===== src/design/positional_array_list_core_defines.svh =====
// ----------------------------------------------------------------------------
// positional_array_list_core_defines
// Assertion macros shared by the positional array list core.
// ----------------------------------------------------------------------------
`ifndef POSITIONAL_ARRAY_LIST_CORE_DEFINES_SVH
`define POSITIONAL_ARRAY_LIST_CORE_DEFINES_SVH

`ifndef ASSERT_OFF

// antecedent implies consequent in the same cycle
`define PAL_ASSERT_SAME(label, clk, rst_n, ante, cons) \
    label: assert property (@(posedge clk) disable iff (!rst_n) (ante) |-> (cons)) \
        else $error("same-cycle check failed");

// antecedent implies consequent in the following cycle
`define PAL_ASSERT_NEXT(label, clk, rst_n, ante, cons) \
    label: assert property (@(posedge clk) disable iff (!rst_n) (ante) |=> (cons)) \
        else $error("next-cycle check failed");

`else

`define PAL_ASSERT_SAME(label, clk, rst_n, ante, cons)
`define PAL_ASSERT_NEXT(label, clk, rst_n, ante, cons)

`endif

`endif


===== src/design/pal_pkg.sv =====
// ----------------------------------------------------------------------------
// pal_pkg
// Types and constants of the positional array list core.
// ----------------------------------------------------------------------------
package pal_pkg;

    localparam int DATA_W   = 32;
    localparam int CMD_W    = 3;
    localparam int POS_W    = 5;
    localparam int COUNT_W  = 5;
    localparam int STATUS_W = 2;
    localparam int IN_W     = 40;
    localparam int OUT_W    = 8;

    localparam logic [COUNT_W-1:0] CAPACITY_RESET = 5'd16;

    // command codes
    typedef enum logic [CMD_W-1:0] {
        CMD_INS_FRONT = 3'd0,
        CMD_INS_POS   = 3'd1,
        CMD_INS_END   = 3'd2,
        CMD_DEL_FRONT = 3'd3,
        CMD_DEL_POS   = 3'd4,
        CMD_DEL_END   = 3'd5,
        CMD_SEARCH    = 3'd6
    } cmd_t;

    // result status codes
    typedef enum logic [STATUS_W-1:0] {
        STAT_OK     = 2'd0,
        STAT_FULL   = 2'd1,
        STAT_EMPTY  = 2'd2,
        STAT_BADPOS = 2'd3
    } status_t;

    // operation broadcast to every cell
    typedef enum logic [1:0] {
        CELL_HOLD   = 2'd0,
        CELL_INSERT = 2'd1,
        CELL_DELETE = 2'd2,
        CELL_SEARCH = 2'd3
    } cell_op_t;

    // control word shared by the cell chain
    typedef struct packed {
        cell_op_t                 op;
        logic [COUNT_W-1:0]       idx;
        logic [COUNT_W-1:0]       count;
        logic signed [DATA_W-1:0] value;
    } cell_ctrl_t;

    // controller state
    typedef enum logic {
        CTRL_IDLE   = 1'b0,
        CTRL_REDUCE = 1'b1
    } ctrl_state_t;

endpackage


===== src/design/pal_cell.sv =====
// ----------------------------------------------------------------------------
// pal_cell
// One slot of the list: holds an entry, shifts with its neighbors and
// compares its entry against the search word.
// ----------------------------------------------------------------------------
module pal_cell #(
    parameter int SLOT = 0
) (
    input  logic                               clk,
    input  pal_pkg::cell_ctrl_t                ctrl,
    input  logic signed [pal_pkg::DATA_W-1:0]  left_data,
    input  logic signed [pal_pkg::DATA_W-1:0]  right_data,
    output logic signed [pal_pkg::DATA_W-1:0]  data,
    output logic                               hit
);

    logic signed [pal_pkg::DATA_W-1:0] data_reg;
    logic signed [pal_pkg::DATA_W-1:0] data_next;
    logic                              hit_reg;
    logic                              hit_next;
    logic                              at_idx;
    logic                              above_idx;
    logic                              live;

    // slot position relative to the target slot and to the fill level
    assign at_idx    = (SLOT == int'(ctrl.idx));
    assign above_idx = (SLOT > int'(ctrl.idx));
    assign live      = (SLOT < int'(ctrl.count));

    // shift up on insert, shift down on delete
    always_comb
    begin
        data_next = data_reg;
        hit_next  = hit_reg;
        case (ctrl.op)
            pal_pkg::CELL_INSERT:
            begin
                if (at_idx)
                    data_next = ctrl.value;
                else if (above_idx)
                    data_next = left_data;
            end
            pal_pkg::CELL_DELETE:
            begin
                if (at_idx || above_idx)
                    data_next = right_data;
            end
            pal_pkg::CELL_SEARCH:
            begin
                hit_next = live && (data_reg == ctrl.value);
            end
            default:
            begin
                data_next = data_reg;
            end
        endcase
    end

    // entry and compare flag
    always_ff @(posedge clk)
    begin
        data_reg <= data_next;
        hit_reg  <= hit_next;
    end

    assign data = data_reg;
    assign hit  = hit_reg;

endmodule


===== src/design/positional_array_list_core.sv =====
// ----------------------------------------------------------------------------
// positional_array_list_core
// Ordered list of signed 32-bit entries with positional insert, delete and
// search, built as a chain of shifting cells.
// ----------------------------------------------------------------------------
// A command is accepted in the IDLE state; in the accept cycle the whole cell chain
// shifts in one step (insert moves entries up, delete moves them down) and
// every cell latches its compare bit for a search; in the REDUCE state,
// once the output register is free, the compare bits are OR-reduced and
// the result word is loaded into the output register. A new command is
// taken once the previous result has moved into the output register.
// The list is empty after reset and needs no clearing pass. Capacity is
// written on the cfg channel, which is always ready; values above
// MAX_ENTRIES act as MAX_ENTRIES.
// ----------------------------------------------------------------------------
`include "positional_array_list_core_defines.svh"

module positional_array_list_core #(
    parameter int MAX_ENTRIES = 16
) (
    input  logic                          clk,
    input  logic                          rst_n,
    // command words
    input  logic                          s_tvalid,
    output logic                          s_tready,
    input  logic [pal_pkg::IN_W-1:0]      s_tdata,   // command[2:0], value[34:3], position[39:35]
    // result words
    output logic                          m_tvalid,
    input  logic                          m_tready,
    output logic [pal_pkg::OUT_W-1:0]     m_tdata,   // status[1:0], found[2], count[7:3]
    // capacity register write
    input  logic                          cfg_valid,
    output logic                          cfg_ready,
    input  logic [pal_pkg::COUNT_W-1:0]   cfg_data
);

    localparam int CW = pal_pkg::COUNT_W;

    pal_pkg::ctrl_state_t              state_reg;
    pal_pkg::ctrl_state_t              state_next;
    logic [CW-1:0]                     capacity_reg;
    logic [CW-1:0]                     count_reg;
    logic [CW-1:0]                     count_next;
    logic [CW-1:0]                     limit;
    logic                              full;
    logic                              accept;
    logic                              load_out;

    pal_pkg::cmd_t                     cmd;
    logic signed [pal_pkg::DATA_W-1:0] value;
    logic [pal_pkg::POS_W-1:0]         position;
    logic                              pos_ok_ins;
    logic                              pos_ok_del;

    pal_pkg::status_t                  status_d;
    pal_pkg::cell_op_t                 op_d;
    logic [CW-1:0]                     idx_d;
    pal_pkg::cell_ctrl_t               cell_ctrl;

    pal_pkg::status_t                  pend_status_reg;
    logic [CW-1:0]                     pend_count_reg;
    logic                              pend_search_reg;

    pal_pkg::status_t                  out_status_reg;
    logic                              out_found_reg;
    logic [CW-1:0]                     out_count_reg;
    logic                              m_tvalid_reg;

    logic signed [pal_pkg::DATA_W-1:0] cell_data [MAX_ENTRIES];
    logic [MAX_ENTRIES-1:0]            hit_vec;

    // unpack the command word
    assign cmd      = pal_pkg::cmd_t'(s_tdata[2:0]);
    assign value    = s_tdata[34:3];
    assign position = s_tdata[39:35];

    // capacity limit and fill checks
    assign limit = (int'(capacity_reg) > MAX_ENTRIES) ? CW'(MAX_ENTRIES) : capacity_reg;
    assign full  = (count_reg >= limit);
    assign pos_ok_ins = (position != '0) &&
                        ({1'b0, position} <= ({1'b0, count_reg} + (CW+1)'(1)));
    assign pos_ok_del = (position != '0) && (position <= count_reg);

    // controller: accept, then reduce and load the output register
    always_comb
    begin
        state_next = state_reg;
        s_tready   = 1'b0;
        load_out   = 1'b0;
        case (state_reg)
            pal_pkg::CTRL_IDLE:
            begin
                s_tready = 1'b1;
                if (s_tvalid)
                    state_next = pal_pkg::CTRL_REDUCE;
            end
            pal_pkg::CTRL_REDUCE:
            begin
                if (!m_tvalid_reg || m_tready)
                begin
                    load_out   = 1'b1;
                    state_next = pal_pkg::CTRL_IDLE;
                end
            end
            default:
            begin
                state_next = pal_pkg::CTRL_IDLE;
            end
        endcase
    end

    assign accept = s_tvalid && s_tready;

    // command decode: status, new count and chain operation
    always_comb
    begin
        status_d   = pal_pkg::STAT_OK;
        count_next = count_reg;
        op_d       = pal_pkg::CELL_HOLD;
        idx_d      = '0;
        case (cmd)
            pal_pkg::CMD_INS_FRONT:
            begin
                if (full)
                    status_d = pal_pkg::STAT_FULL;
                else
                begin
                    op_d       = pal_pkg::CELL_INSERT;
                    count_next = count_reg + CW'(1);
                end
            end
            pal_pkg::CMD_INS_POS:
            begin
                idx_d = position - CW'(1);
                if (!pos_ok_ins)
                    status_d = pal_pkg::STAT_BADPOS;
                else if (full)
                    status_d = pal_pkg::STAT_FULL;
                else
                begin
                    op_d       = pal_pkg::CELL_INSERT;
                    count_next = count_reg + CW'(1);
                end
            end
            pal_pkg::CMD_INS_END:
            begin
                idx_d = count_reg;
                if (full)
                    status_d = pal_pkg::STAT_FULL;
                else
                begin
                    op_d       = pal_pkg::CELL_INSERT;
                    count_next = count_reg + CW'(1);
                end
            end
            pal_pkg::CMD_DEL_FRONT:
            begin
                if (count_reg == '0)
                    status_d = pal_pkg::STAT_EMPTY;
                else
                begin
                    op_d       = pal_pkg::CELL_DELETE;
                    count_next = count_reg - CW'(1);
                end
            end
            pal_pkg::CMD_DEL_POS:
            begin
                idx_d = position - CW'(1);
                if (!pos_ok_del)
                    status_d = pal_pkg::STAT_BADPOS;
                else
                begin
                    op_d       = pal_pkg::CELL_DELETE;
                    count_next = count_reg - CW'(1);
                end
            end
            pal_pkg::CMD_DEL_END:
            begin
                // last entry simply drops out of the live range
                if (count_reg == '0)
                    status_d = pal_pkg::STAT_EMPTY;
                else
                    count_next = count_reg - CW'(1);
            end
            pal_pkg::CMD_SEARCH:
            begin
                op_d = pal_pkg::CELL_SEARCH;
            end
            default:
            begin
                status_d = pal_pkg::STAT_OK;
            end
        endcase
    end

    // broadcast to the chain only in the accept cycle
    always_comb
    begin
        cell_ctrl.op    = accept ? op_d : pal_pkg::CELL_HOLD;
        cell_ctrl.idx   = idx_d;
        cell_ctrl.count = count_reg;
        cell_ctrl.value = value;
    end

    // cell chain
    for (genvar i = 0; i < MAX_ENTRIES; i++)
    begin : g_cell
        logic signed [pal_pkg::DATA_W-1:0] left_w;
        logic signed [pal_pkg::DATA_W-1:0] right_w;

        if (i == 0)
        begin : g_first
            assign left_w = cell_ctrl.value;
        end
        else
        begin : g_mid_left
            assign left_w = cell_data[i-1];
        end

        if (i == MAX_ENTRIES - 1)
        begin : g_last
            assign right_w = cell_data[i];
        end
        else
        begin : g_mid_right
            assign right_w = cell_data[i+1];
        end

        pal_cell #(
            .SLOT (i)
        ) u_cell (
            .clk        (clk),
            .ctrl       (cell_ctrl),
            .left_data  (left_w),
            .right_data (right_w),
            .data       (cell_data[i]),
            .hit        (hit_vec[i])
        );
    end

    // control state, fill level and capacity
    always_ff @(posedge clk or negedge rst_n)
    begin
        if (!rst_n)
        begin
            state_reg    <= pal_pkg::CTRL_IDLE;
            count_reg    <= '0;
            capacity_reg <= pal_pkg::CAPACITY_RESET;
            m_tvalid_reg <= 1'b0;
        end
        else
        begin
            state_reg <= state_next;
            if (accept)
                count_reg <= count_next;
            if (cfg_valid && cfg_ready)
                capacity_reg <= cfg_data;
            if (load_out)
                m_tvalid_reg <= 1'b1;
            else if (m_tready)
                m_tvalid_reg <= 1'b0;
        end
    end

    // pending result and output register
    always_ff @(posedge clk)
    begin
        if (accept)
        begin
            pend_status_reg <= status_d;
            pend_count_reg  <= count_next;
            pend_search_reg <= (cmd == pal_pkg::CMD_SEARCH);
        end
        if (load_out)
        begin
            out_status_reg <= pend_status_reg;
            out_found_reg  <= pend_search_reg && (|hit_vec);
            out_count_reg  <= pend_count_reg;
        end
    end

    assign cfg_ready = 1'b1;
    assign m_tvalid  = m_tvalid_reg;
    assign m_tdata   = {out_count_reg, out_found_reg, out_status_reg};

    // checks
    `PAL_ASSERT_SAME(a_count_bound, clk, rst_n, 1'b1, int'(count_reg) <= MAX_ENTRIES)
    `PAL_ASSERT_NEXT(a_accept_reduce, clk, rst_n, accept, state_reg == pal_pkg::CTRL_REDUCE)
    `PAL_ASSERT_SAME(a_found_ok, clk, rst_n, m_tvalid_reg && out_found_reg, out_status_reg == pal_pkg::STAT_OK)
    `PAL_ASSERT_NEXT(a_count_step, clk, rst_n, accept, (count_reg == $past(count_reg)) || (count_reg == $past(count_reg) + CW'(1)) || (count_reg == $past(count_reg) - CW'(1)))

endmodule


===== config.mk =====
export PLATFORM = sky130hd
export DESIGN_NAME = positional_array_list_core
export DESIGN_NICKNAME = d
export VERILOG_FILES = /design/src/design/pal_pkg.sv /design/src/design/pal_cell.sv /design/src/design/positional_array_list_core.sv
export VERILOG_INCLUDE_DIRS = /design/src /design/src/design
export SDC_FILE = /design/constraint.sdc
export NUM_CORES = 2
export LEC_CHECK = 0
export BUFFER_PORTS_ARGS = -buffer_cell sky130_fd_sc_hd__buf_2
export CAP_MARGIN = 40
export CELL_PAD_IN_SITES_DETAIL_PLACEMENT = 1
export CELL_PAD_IN_SITES_GLOBAL_PLACEMENT = 1
export CORE_ASPECT_RATIO = 1.2
export CORE_MARGIN = 2
export CORE_UTILIZATION = 54
export CTS_BUF_LIST = sky130_fd_sc_hd__clkbuf_2 sky130_fd_sc_hd__clkbuf_4 sky130_fd_sc_hd__clkbuf_8
export CTS_CLUSTER_SIZE = 40
export DETAILED_ROUTE_END_ITERATION = 10
export GPL_ROUTABILITY_DRIVEN = 1
export PLACE_DENSITY_LB_ADDON = 0.1
export SLEW_MARGIN = 20
export SYNTH_ARGS = -nofsm -noshare
export SYNTH_HDL_FRONTEND = slang
export SYNTH_SLANG_ARGS = --single-unit

===== constraint.sdc =====
create_clock -name clk -period 7.8 [get_ports clk]
set_clock_uncertainty 0.2 [all_clocks]
set_input_delay 1.17 -clock clk [delete_from_list [all_inputs] [get_ports clk]]
set_output_delay 1.17 -clock clk [all_outputs]
set_load 0.05 [all_outputs]

After elaboration in Yosys (flattened, before gate mapping)
Cells that the tools add are included.

Word-level logic and storage cells: 302. Flip-flop bits (word level): 556. Input bits: 50. Output and inout bits: 11.

Equal/unequal tests: 70. Mux-type cells: 87. $add $sub $neg: 4. Bitwise gates (word level): 1. Reduce and logical (&&, ||, !) cells: 63. Order comparisons: 35.

Operators with widths (number): $mux 32 (46); $pmux 32 s2 (15); $eq 32x32->1 (16); $reduce_and 3->1 (15); $ne 3x1->1 const B (14); $eq 5x5->1 const A (8); $gt 4x5->1 const A (8); $lt 4x5->1 const A (8); $ne 2x1->1 const B (16); $mux 5 (5); $eq 4x5->1 const A (4); $gt 3x5->1 const A (4); $logic_and 1x1->1 (20); $lt 3x5->1 const A (4); $pmux 5 s4 (1); $reduce_or 16->1 (1); $logic_or 1x1->1 (15); $mux 2 (7); $eq 3x5->1 const A (2); $gt 2x5->1 const A (2); $logic_not 5->1 (2); $lt 1x5->1 const A (2); $lt 2x5->1 const A (2); $pmux 2 s5 (1); 25 further kinds (42).

Longest topological paths before layout
Depth after elaboration: 10. Gate-level depth with buffers: 19. Mapped depth without buffers: 15.

Modules after synthesis
A second synthesis with hierarchy kept.

Cell total of the unflattened synthesis: 3186. Area total of the unflattened synthesis: 35457.8 um2.

Modules (own cells, without submodules): pal_cell (g_cell[10].u_cell) (area each 2165.8 um2, instances 1, sequential area each 991.0 um2, cells an instance 191); pal_cell (g_cell[11].u_cell) (area each 2143.3 um2, instances 1, sequential area each 991.0 um2, cells an instance 190); pal_cell (g_cell[13].u_cell) (area each 2143.3 um2, instances 1, sequential area each 991.0 um2, cells an instance 189); pal_cell (g_cell[8].u_cell) (area each 2108.3 um2, instances 1, sequential area each 991.0 um2, cells an instance 190); pal_cell (g_cell[12].u_cell) (area each 2105.8 um2, instances 1, sequential area each 991.0 um2, cells an instance 192); pal_cell (g_cell[6].u_cell) (area each 2103.3 um2, instances 1, sequential area each 991.0 um2, cells an instance 191); pal_cell (g_cell[2].u_cell) (area each 2098.3 um2, instances 1, sequential area each 991.0 um2, cells an instance 191); pal_cell (g_cell[3].u_cell) (area each 2098.3 um2, instances 1, sequential area each 991.0 um2, cells an instance 189); pal_cell (g_cell[9].u_cell) (area each 2097.0 um2, instances 1, sequential area each 991.0 um2, cells an instance 193); pal_cell (g_cell[5].u_cell) (area each 2092.0 um2, instances 1, sequential area each 991.0 um2, cells an instance 191); pal_cell (g_cell[14].u_cell) (area each 2083.2 um2, instances 1, sequential area each 991.0 um2, cells an instance 190); pal_cell (g_cell[1].u_cell) (area each 2073.2 um2, instances 1, sequential area each 991.0 um2, cells an instance 190); pal_cell (g_cell[4].u_cell) (area each 2072.0 um2, instances 1, sequential area each 991.0 um2, cells an instance 192); pal_cell (g_cell[15].u_cell) (area each 2059.5 um2, instances 1, sequential area each 991.0 um2, cells an instance 190); 3 more rows.

Least setup slack after synthesis
OpenSTA, ideal clock, no wires.

Path kind: reg-to-reg. Start: register count_reg[2]. End: register g_cell[12].u_cell.data_reg (netlist bit g_cell[12].u_cell.data[0]) (enable). Clock period less this slack: 6.036 ns. Data arrival time: 5.405 ns. Path buffers: 6. Path slack: 1.764 ns. Stages on the path, launching flop included: 20. Setup time: 0.432 ns. Required time: 7.168 ns. Path through: dfrtp_1 > clkbuf_1 > clkbuf_1 > nand3_1 > xnor2_1 > ha_1 > a21o_1 > a21oi_1 > a221oi_1 > nor3_1 > nand2_1 > o21ai_0 > nand2_1 > ha_1 > clkbuf_1 > clkbuf_1 > clkbuf_1 > or2_2 > buf_1 > a21oi_1.

Longest elaborated chain between the ends: 9. Elaborated cells between the ends (all ways): 23. Those cells by class: add/sub: 1; order compare: 4; eq/ne: 5; mux: 7; reduce/logical: 6.

Ends and longest elaborated chain: start, declared (RTL line positional_array_list_core.sv:42) `logic [CW-1:0] count_reg;`; start signal, assigned (RTL line positional_array_list_core.sv:255) `count_reg <= count_next;`; $add 5x1->6 (RTL line positional_array_list_core.sv:81) `({1'b0, position} <= ({1'b0, count_reg} + (CW+1)'(1)));`; $le 5x6->1 (RTL line positional_array_list_core.sv:81); $logic_and 1x1->1 (RTL line positional_array_list_core.sv:80) `assign pos_ok_ins = (position != '0) &&`; $mux 2 (RTL line positional_array_list_core.sv:135) `if (!pos_ok_ins)`; $pmux 2 s5 (RTL line positional_array_list_core.sv:121) `case (cmd)`; $mux 2 (RTL line positional_array_list_core.sv:199) `cell_ctrl.op = accept ? op_d : pal_pkg::CELL_HOLD;`; $eq 2x1->1 or $eq 2x2->1 (tied branches) (RTL line pal_cell.sv:35) `case (ctrl.op)`; $ne 3x1->1 (no line), or another cell as far along; $reduce_and 3->1 (no line) (*); end signal, assigned (RTL line pal_cell.sv:62) `data_reg <= data_next;`; end, declared (RTL line pal_cell.sv:17) `logic signed [pal_pkg::DATA_W-1:0] data_reg;`.

Every way passes the cells marked *; elsewhere a longest branch is shown, timed or not. A chain may end at the register's enable or synchronous reset.

Final worst setup path
Start: register count_reg[1]. End: register g_cell[4].u_cell.data_reg (netlist bit g_cell[4].u_cell.data[12]), data pin.

Longest elaborated chain between the ends: 8. Elaborated cells between the ends (all ways): 19. Those cells by class: add/sub: 1; order compare: 3; eq/ne: 3; mux: 9; reduce/logical: 3.

Ends and longest elaborated chain: $add 5x1->6 (RTL line positional_array_list_core.sv:81); $le 5x6->1 (RTL line positional_array_list_core.sv:81); $logic_and 1x1->1 (RTL line positional_array_list_core.sv:80); $mux 2 (RTL line positional_array_list_core.sv:135); $pmux 2 s5 (RTL line positional_array_list_core.sv:121); $mux 2 (RTL line positional_array_list_core.sv:199); $eq 2x2->1 or $eq 2x1->1 (tied branches) (RTL line pal_cell.sv:35); $pmux 32 s2 (*) (RTL line pal_cell.sv:35); via g_cell[4].u_cell.data_next, one bit (RTL line pal_cell.sv:18) `logic signed [pal_pkg::DATA_W-1:0] data_next;`; end signal, assigned (RTL line pal_cell.sv:62); end, declared (RTL line pal_cell.sv:17).

The timed path passes the listed nets; every way through them passes the cells marked *.

==> metrics list <==
* ANT nets after route: 0
- Initial antenna violation count: 11
- Final period util: 76.2%
- DR WL/cell: 34.5 µm
* # port buffers: 59
- Yosys mapped a number of flops with a built-in enable equal to 544.
* Unrepaired setup endpoints after global routing: false
* Leading register cell type out of synthesis: edfxtp_1
- Mapped Cells: 3081
- After legalization and detailed placement, the total HPWL measured 99000 µm.
- The register with the most flip-flops in the layout has 512 of them.
- CTS buffer count: 97
* FMAX: 0.168 GHz
- CTS Root Cell: clkbuf_8
- For this design the ratio of total power to cell area is 289 mW/mm².
* Area share of the leading cell type in the synthesized netlist: 47.2%
- CTS saw 556 sinks.
- Buffers added to address setup during post-CTS repair amount to 0.
* Worst slack at placement: 1910 ps
* Worst endpoint data arrival time: 6200 ps
- On the worst path, the slowest cell contributes a delay of 670 ps.
* TritonCTS clock tree: yes
- Entering global routing, the biggest net connects 230 pins.
- Leaving out filler cells and counting taps, the final layout contains 3921.
- Counting along the longest clock path gives a buffer depth of 3.
- Part of the Yosys area used for sequential elements: 48.0%
* Synthesis-stage register bit count: 556
- For this run the aggregate overflow at the end of global routing stands at 0.
* List of cells traversed by the critical path: ha_1 -> nand3_1 -> xnor2_1 -> ha_1 -> and3_1 -> and3_1 -> a221oi_1 -> nor3_1 -> buf_4 -> nand2_1 -> o21ai_0 -> nand2_1 -> ha_4 -> buf_12 -> buf_4 -> nor3b_1 -> a221o_1
- The worst hold path belongs to the class input pin to asynchronous set/reset pin.
- Including well taps, the total number of placed cells is 3734.
- After the first detailed-routing iteration, the DRC count stood at 3806.
- Drt first pass iters: 8
- Chip Height: 281 µm
* Req. time, crit path: 8060 ps
* Total detailed-routing wirelength: 135000 µm
* Clk Latency, worst-skew pair: 740 ps
- By instance count, the leading cell after synthesis is edfxtp_1.
- In this run the core area contains 101 standard-cell rows.
* Busiest metal layer after global routing: met2
- Total vias in the final route: 28200
- Cells fill 59.7% of the core in the end.
* Hold buffer count at CTS: 0
- CTS built an H-tree with a depth of 3.
- Top cell types by occurrence after synthesis: edfxtp_1 (544), nor3b_1 (353), a221o_1 (352)
* Count of yosys warnings during synthesis: 0
- Of all flip-flops after synthesis, the portion carrying an async set or reset was 2.16%.
- Post-synth design cell area: 0.0346 mm²
* Count of unresolved DRC violations after routing: 0
- Cells with a size suffix above 1 make up 11.8% of the layout.
* Global-route wire length before repair: 196000 µm
* Number of nets produced by synthesis: 3153
- Cell at the slowest stage of the critical path: dfrtp_1
- Headroom to the max-slew limit came out at 27.0%.
- In the global route stage, met1 resource usage came out at 48.1%.
* Number of top-level pins: 61
- Static leakage: 12.7 nW
- The hold violation count in the final report came to 0.
- Final Setup Violations: 0
* Total global-route track usage: 40.2%
* Final number of max-transition violations: 0
- After routing, the total negative slack on setup checks comes to 0 ps.
- Nets: 3087
- Core Region: 0.0633 mm²
* Startpoint Class: register
* Placer congestion estimate: 1.00
- The routed design could run at a clock period as short as 5940 ps.
- Worst Max-Slew Pin Slew: 1090 ps
* Peak supply drop: 0.158 mV
- Effective utilization at floorplan: 54.7%
- The setup check on the worst reg-to-reg path leaves a slack of 1860 ps.
- Cts repair resizes: 0
- Category of the most critical setup path: register to register
- Area leader, netlist: edfxtp_1
- For met3 alone, demand over resource in global routing was 5.33%.
* Met2 usage in global routing: 63.7%
- Number of global-route vias before repair: 28200
- Synthesis instantiated 76 different standard cells from the library.
* Area enclosed by the die boundary: 0.0662 mm²
- The floorplan step set the die width to 235 µm.
- Synthesis-to-finish area growth: 9.19%
- In this run the worst path has a maximum fanout of 229.
- Syn Area/Cell: 11.2 µm²
- Maximum capacitance violations: 0
- Top area cells in the synthesized netlist: edfxtp_1 (47%), a221o_1 (10%), nor3b_1 (7.7%), xor2_1 (7.0%), xnor2_1 (6.2%)
- The worst path meets setup with 1860 ps of slack.
- Clock transition at the register clock pins on the worst setup and hold paths after CTS: 70 ps
- STA classifies the critical path endpoint as a register.
* Post-detailed-route via-to-cell ratio: 7.20
- The flow ran to the end, and the final reports show no timing, DRC or antenna violations.
-- critical path: cells and delay by family, from the launching register on --
| kind | cells | cell delay (ps) |
|---|---|---|
| buffers and inverters | 3 | 1400 |
| adders and majority gates | 3 | 1170 |
| and+or+nand+nor | 7 | 1070 |
| AOI/OAI and AO/OA | 3 | 810 |
| DFF | 1 | 670 |
| xor gates and xnor gates | 1 | 250 |
-- worst paths after layout --
check,startpoint,depth (start not counted),to
hold reg to reg,pend_count_reg[0]$_DFFE_PP_,0,out_count_reg[0]$_DFFE_PP_
max in group asynchronous,rst_n,1,capacity_reg[4]$_DFFE_PN1P_
hold / removal,rst_n,1,count_reg[0]$_DFFE_PN0P_
setup reg to reg,count_reg[1]$_DFFE_PN0P_,17,g_cell[4].u_cell.data[12]$_DFFE_PP_
setup / recovery,count_reg[1]$_DFFE_PN0P_,17,g_cell[4].u_cell.data[12]$_DFFE_PP_
min in group clk,pend_count_reg[0]$_DFFE_PP_,0,out_count_reg[0]$_DFFE_PP_
-- through the flow --
step           area [µm²]  hold WS [ps]  total power, mW
3_5_place_dp        35900           210             8.11
4_1_cts             37700           149             10.8
3_3_place_gp        35400           211             7.88
5_1_grt             37800           154             11.3
2_1_floorplan       34600           200             6.71
6_report            37800           171             10.9
-- area by class of cell --
class / count / area (µm²)
Multi-Input combinational cell: 2183 / 16800
Clock inverter: 46 / 308
Clock buffer: 127 / 1560
Fill cell: 6478 / 25500
Antenna cell: 8 / 20.0
Timing Repair Buffer: 159 / 1340
Inverter: 18 / 67.6
Sequential cell: 556 / 16600
Tap cell: 824 / 1030
-- routing by layer --
| layer | routed length (µm) | up-vias |
|---|---|---|
| met5 | 0 | - |
| met4 | 14100 | 0 |
| met3 | 10400 | 442 |
| met2 | 62200 | 1787 |
| met1 | 48600 | 14200 |
| li1 | - | 11800 |
-- cells by family (layout without fill, tap and decap cells) --
group	after synthesis	in the layout	share of synthesized area, %
xor gates and xnor gates	522	522	13.2
DFF	556	556	48.0
adders and majority gates	22	22	0.795
buffers and inverters	342	350	4.00
and+or+nand+nor	904	904	16.5
other	1	9	0.0108
muxes	38	38	1.23
AOI/OAI and AO/OA	696	696	16.2
-- where the power goes --
group          internal (mW)  total, mW  switching (mW)  leakage [nW]
combinational           1.28       3.47            2.19          6.60
clock                   1.40       2.72            1.31         0.970
sequential              4.13       4.72           0.587          5.17
total                   6.82       10.9            4.09          12.7
-- cell usage in the layout, fill, tap and decap left out, types with 97 or more instances in the layout --
cell type    n
nor3b_1    353
edfxtp_1   544
a221o_1    352
clkbuf_8    97
nor2b_1    128
a21oi_1    126
a31oi_1    102
nand2_1    132
xnor2_1    244
xor2_1     278
Note: power is estimated with default switching activity, not from simulation.
